<file path="src/rtl/core/hcbp_ram.sv">
// ----------------------------------------------------------------------------
// hcbp_ram
// Generic single-write, single-read RAM with a registered read port.
// ----------------------------------------------------------------------------
module hcbp_ram #(
  parameter int WIDTH = 8,
  parameter int DEPTH = 16
) (
  input  logic                             clk,
  input  logic                             we,
  input  logic [$clog2(DEPTH > 1 ? DEPTH : 2)-1:0] waddr,
  input  logic [WIDTH-1:0]                 wdata,
  input  logic                             re,
  input  logic [$clog2(DEPTH > 1 ? DEPTH : 2)-1:0] raddr,
  output logic [WIDTH-1:0]                 rdata
);

  logic [WIDTH-1:0] mem [DEPTH];

  always_ff @(posedge clk) begin
    if (we) begin
      mem[waddr] <= wdata;
    end
    if (re) begin
      rdata <= mem[raddr];
    end
  end

endmodule

</file>
<file path="config.mk">
export PLATFORM = sky130hd
export DESIGN_NAME = hcbp_ram
export DESIGN_NICKNAME = d
export VERILOG_FILES = /design/src/rtl/core/hcbp_ram.sv
export SDC_FILE = /design/constraint.sdc
export NUM_CORES = 1
export LEC_CHECK = 0
export ABC_AREA = 1
export BUFFER_PORTS_ARGS = -buffer_cell sky130_fd_sc_hd__buf_2
export CORE_MARGIN = 2
export CORE_UTILIZATION = 39
export DETAILED_ROUTE_END_ITERATION = 8
export PLACE_DENSITY_LB_ADDON = 0.08
export SYNTH_ARGS = -nofsm -noshare
export SYNTH_HDL_FRONTEND = slang
export SYNTH_SLANG_ARGS = --single-unit
</file>
<file path="constraint.sdc">
create_clock -name clk -period 3 [get_ports clk]
set_input_delay 0.9 -clock clk [delete_from_list [all_inputs] [get_ports clk]]
set_output_delay 0.9 -clock clk [all_outputs]
set_load 0.1 [all_outputs]
</file>
Yosys cells after proc, flatten, opt, wreduce, memory -nomap -nowiden
Memory sizes are Yosys's and may differ from the RTL's. A register that Yosys moved wholly into a read port is not among the register bits. Index checks and enable logic that the tools add are counted.

Multiplexer cells: 2.

Operator list (count): 1-bit two-way mux (2).

Output and inout bits: 8. Memories kept: 1. Memory bits (writable): 128. Bits of input ports: 19. Register bits after elaboration: 0.

Memory list: mem (depth 16, width 8, read ports 1, clocked after memory_dff 1, wr ports 1, RTL line 18) `logic [WIDTH-1:0] mem [DEPTH];`.

Depth between registers and ports, before layout
Gate-level depths: netlist (run 1).

Depth in word-level cells: 2. Gate-level depth with buffers: 8. Depth with buffers taken out: 7.

Worst setup path after synthesis (run 1)
OpenSTA, ideal clock, no wires.

Kind: input port to flip-flop. From: input waddr[2] in the netlist's numbering. To: memory mem[10][0], enable pin. Required time: 2630 ps. Setup slack: 1149 ps. Arrival: 1481 ps. Buffers on the path: 0. Setup time: 370 ps. Cell stages on the path: 2. Path through: nand3b_1 > nor2_1.

RTL lines: from (decl) (RTL line 11) `input logic [$clog2(DEPTH > 1 ? DEPTH : 2)-1:0] waddr,`; to (decl) (RTL line 18).

Straight into the memory's write port.

Final worst setup path (run 1)
From: register rdata[6], read port of mem. To: output rdata[6].

RTL lines: from (decl) (RTL line 15) `output logic [WIDTH-1:0] rdata`.

No word-level cell between the ends.

==> flow_summary.yaml, run 1 <==
power:
  leakage_nw: 2.864
  power.switching_mw: 1.018
  p_clk_frac: 0.452
  ir_worst_vdd_uv: 350.6
  intPower_mw: 3.499
  power.density_mw_per_mm2: 673.8
  seq_power_share: 0.476
  combPwrFrac: 0.072
  p_sw_frac: 0.2253
clock_tree:
  clk_path_buf_depth: 2
  cts_buffers: 17
  post_cts_resize_count: 0
  clk_latency_ns: 0.41
  postCtsSetupBuffers: 0
  root_buffer: "clkbuf_16"
  cts_hold_buf: 0
  clk_pin_slew_ns: 0.05
  cts.sinks: 136
  htreeDepth: 4
  cts_tree: "yes"
placement:
  gp_congestion: 0.7467
  dpl.cell_count: 748
  post-dp-hpwl_mm: 8.728
  dp_slack_ns: 0.5827
  numPortBuffers: 26
timing:
  worst_pin_slew_ns: 0.8927
  layout_setup_ws_ns: 0.9143
  rsz0062_at_grt: "false"
  max_freq_mhz: 479.4
  fin_crit_ns: 2.086
  fin_skew_ns: 0.007520
  period_share: 0.6952
  hold_violations: 0
  holdWs_ns: 0.7367
  slew_headroom: 0.4027
  slew_violations: 0
  tns_ns: 0
  finalSetupViolCount: 0
critical_path:
  critPathLaunchType: "register"
  path_delay_family: "buffers and inverters"
  crit_required_ns: 2.10
  worst-setup-path-type: "register to primary output"
  critPathMaxStageDelay_ns: 0.43
  crit_path_max_fanout: 1
  crit_path_end_kind: "primary output"
  cp_cell_sequence: "buf_2"
  crit_slowest_cell: "buf_2"
  critical_path_buf_inv_count: 1
  cp.arrival_ns: 1.19
route:
  drc: 0
  vias: 3737
  wl_per_cell_um: 18.17
  drt_iter0_drc: 228
  via_per_inst: 4.797
  first_pass_iters: 8
  routed_wl_mm: 14.16
  drtAntennaViolNets: 0
worst_hold_path:
  min_path_type: "register to register"
final_layout:
  layout_commonest_cell: "nand2_1"
  mostFrequentLayoutCells: "nand2_1, edfxtp_1, inv_1, nand3_1, buf_2"
  fillerInstances: 1362
  areaGrowthSynthToFinish_pct: 14.66
  drive_above_1_share: 0.1076
  fin_nets: 602
  final_util: 0.4595
  finalNonFillerCells: 779
  diodes: 0
status:
  status: "completed"
synthesis:
  syn_area_per_cell_um2: 10.61
  yosys_warnings: 0
  synth_cell_types: 11
  synth_area_mm2: 0.005847
  syn_inst: 551
  syn_nets: 570
  synth_seq_cells: 136
  ys_seq_area_frac: 0.6985
floorplanning:
  fp-row-count: 44
  die_h_um: 126.4
  die-area_mm2: 0.01599
  start_util: 0.4008
  die_x_um: 126.4
  coreArea_mm2: 0.01459
  io_pins: 27
global_routing:
  grt_pass1_wl_mm: 21.76
  grt_max_degree: 58
  grt_pass1_vias: 3606
  grt_overflow: 0
  grtUsageTotal: 0.1871
  antenna_found_initial: 0
run:
  drv_cap: 0
-- layout make-up --
class / instances / area, µm² / share of cell area
sequential: 136 / 4084 / 0.6092
multi-input combinational: 289 / 1214 / 0.1810
clock buffer: 20 / 436.7 / 0.06514
timing repair buffer: 37 / 225.2 / 0.03359
tap: 184 / 230.2 / 0.03434
inverter: 102 / 382.9 / 0.05711
clock inverter: 11 / 131.4 / 0.01960
-- Yosys cell counts --
library cell | n | share of area
buf_1 | 1 | 0.00064
buf_2 | 13 | 0.011
nand2_1 | 173 | 0.11
nor2_1 | 17 | 0.011
inv_2 | 2 | 0.0013
nand3_1 | 97 | 0.083
buf_6 | 6 | 0.012
edfxtp_1 | 136 | 0.70
inv_1 | 100 | 0.064
buf_4 | 4 | 0.0051
nand3b_1 | 2 | 0.0026
-- through the flow --
step	total power, mW	instance area [µm²]
floorplan	2.407	5847
detailed placement	2.519	6136
finish	4.517	6704
CTS	4.553	6704
global placement	2.518	6136
global route	4.673	6704
-- cells by family after synthesis --
| family | synth area share |
|---|---|
| flops | 0.6985 |
| simple gates | 0.2076 |
| buf+inv | 0.09394 |
-- state kept, by name (all words and copies together), names as in the netlist --
name / count
rdata: 8
mem: 128
-- metal layers --
layer | wire length (µm) | up-vias | track usage | part of all wire
met5 | 0 | - | 0 | 0
met4 | 199 | 0 | 0.06917 | 0.014
met3 | 595 | 14 | 0.04218 | 0.042
met2 | 6379 | 83 | 0.2730 | 0.45
met1 | 6982 | 1797 | 0.2746 | 0.49
li1 | - | 1843 | - | -
-- power by group through the flow --
stage / Clock (mW) / Sequential (mW) / Combinational (mW)
finish: 2.04 / 2.15 / 0.325
global route: 2.16 / 2.15 / 0.357
CTS: 2.07 / 2.15 / 0.329
detailed placement: 0 / 2.19 / 0.328
global placement: 0 / 2.19 / 0.327
floorplan: 0 / 2.26 / 0.150
-- path summary, 6_finish.rpt --
path / to / cells past startpoint / startpoint / slack [ns]
worst max-delay path: rdata[6] / 1 / rdata[6] / 0.91
worst min-delay path: rdata[4] / 6 / mem[14][4] / 0.74
worst max register to register: rdata[3] / 6 / mem[10][3] / 1.82
worst min register to register: rdata[4] / 6 / mem[14][4] / 0.74
Power figures use the tool's default switching activity.
==> inputs of run 2 (changes only) <==
- clock period: 3 -> 1.8 ns (I/O delays scaled with it)
==> run 2 against run 1 <==
Total power grew 70%. Combinational power increased by 74%. Critical path depth is the same. Sequential cell count did not move. Clock power grew 72%. Final area grew 3.0%. Hold slack got worse by 0.24 ns. Critical path type unchanged. Clock skew shrank 0.0033 ns. Sequential share of layout area decreased by 1.8 points.
==> flow_summary.yaml, run 2 (same netlist as run 1, synthesis figures left out) <==
power:
  power.density_mw_per_mm2: 1110
  ir_worst_vdd_uv: 696.7
  leakage_nw: 2.978
  power_mw: 7.670
status:
  status: "completed"
critical_path:
  crit_end: "rdata[6]"
  r2r-start: "mem[9][2]"
  crit_required_ns: 1.26
  cp.arrival_ns: 1.22
  worstRegToRegCells: 6
  cp_cell_sequence: "buf_2"
  critPathMaxStageDelay_ns: 0.44
  worst-setup-path-type: "register to primary output"
  critPathLaunchType: "register"
  r2r_end: "rdata[2]"
  crit_path_end_kind: "primary output"
  cp.depth: 1
  crit_slowest_cell: "buf_2"
  r2r_slack_ns: 0.65
  startpoint: "rdata[6]"
  crit_path_max_fanout: 1
  path_delay_family: "buffers and inverters"
  critical_path_buf_inv_count: 1
floorplanning:
  coreArea_mm2: 0.01459
  fp-row-count: 44
  start_util: 0.4008
  die_h_um: 126.4
  die_x_um: 126.4
  io_pins: 27
  die-area_mm2: 0.01599
final_layout:
  layout_commonest_cell: "nand2_1"
  mostFrequentLayoutCells: "nand2_1, edfxtp_1, inv_1, nand3_1, buf_2"
  fin_nets: 619
  finalNonFillerCells: 797
  diodes: 0
  largest_reg_flops: 128
  largest_register: "mem"
  final_util: 0.4735
  drive_above_1_share: 0.1436
  reg.largest.list: "mem (128), rdata (8)"
  areaGrowthSynthToFinish_pct: 18.15
route:
  vias: 3874
  wl_per_cell_um: 18.10
  drtAntennaViolNets: 0
  drc: 0
  routed_wl_mm: 14.43
  drt_iter0_drc: 373
  first_pass_iters: 5
  via_per_inst: 4.861
clock_tree:
  root_buffer: "clkbuf_16"
  clk_latency_ns: 0.42
  cts_tree: "yes"
  cts.sinks: 136
  clk_pin_slew_ns: 0.06
  clk_path_buf_depth: 2
  cts_buffers: 17
  cts_hold_buf: 0
  htreeDepth: 4
timing:
  max_freq_mhz: 569.1
  rsz0062_at_grt: "false"
  slew_violations: 0
  slew_headroom: 0.6707
  finalSetupViolCount: 0
  period_share: 0.9762
  holdWs_ns: 0.4973
  fin_crit_ns: 1.757
  worst_pin_slew_ns: 0.4974
  fin_skew_ns: 0.004246
  hold_violations: 0
  tns_ns: 0
worst_hold_path:
  min_path_type: "input pin to register"
  hp-start: "re"
global_routing:
  grt_max_degree: 46
  grt_pass1_vias: 3714
  grtUsageTotal: 0.1936
  antenna_found_initial: 0
  grt_pass1_wl_mm: 22.48
  grt_overflow: 0
placement:
  gp_congestion: 0.7788
  post-dp-hpwl_mm: 9.142
  numPortBuffers: 26
  dpl.cell_count: 765
run:
  drv_cap: 0
-- run 2: repair_timing --
item                       4_1_cts  5_1_grt
setup endpoints to repair        0        1
resized for setup                0        1
buffers inserted                 0        0
-- run 2: per-layer routing --
| layer | wire length, µm | global-route usage |
|---|---|---|
| met5 | 0 | 0 |
| met4 | 196 | 0.06270 |
| met3 | 668 | 0.04260 |
| met2 | 6374 | 0.2778 |
| met1 | 7186 | 0.2929 |
-- run 2: how the worst min path moves through the flow --
| stage | cells past startpoint | to | slack [ns] |
|---|---|---|---|
| floorplan | 0 | mem[0][0] | 0.64 |
| global placement | 6 | rdata[6] | 0.74 |
| detailed placement | 6 | rdata[5] | 0.76 |
| CTS | 1 | rdata[2] | 0.48 |
| global route | 1 | rdata[2] | 0.48 |
| finish | 1 | rdata[2] | 0.50 |
-- run 2: final cells by class --
cell class | instances | area (µm²)
well taps | 184 | 230.2
repair buffers | 54 | 392.9
flip-flops and latches | 136 | 4084
multi-input cells | 289 | 1214
inverters | 102 | 382.9
fillers | 1320 | 7681
clock inverters | 15 | 178.9
clock buffers | 17 | 425.4
-- run 2: per-stage QoR --
step | instance area (µm²) | setup WS (ns)
2_1_floorplan | 5847 | 0.3092
5_1_grt | 6908 | 0.007662
3_5_place_dp | 6301 | 0.01411
6_report | 6908 | 0.04285
3_3_place_gp | 6301 | 0.04165
4_1_cts | 6905 | 0.005990
-- run 2: power by group --
group          leakage (nW)  internal, mW  switching (mW)
clock                 0.285          2.18            1.34
combinational          1.46         0.143           0.424
sequential             1.24          3.57          0.0210
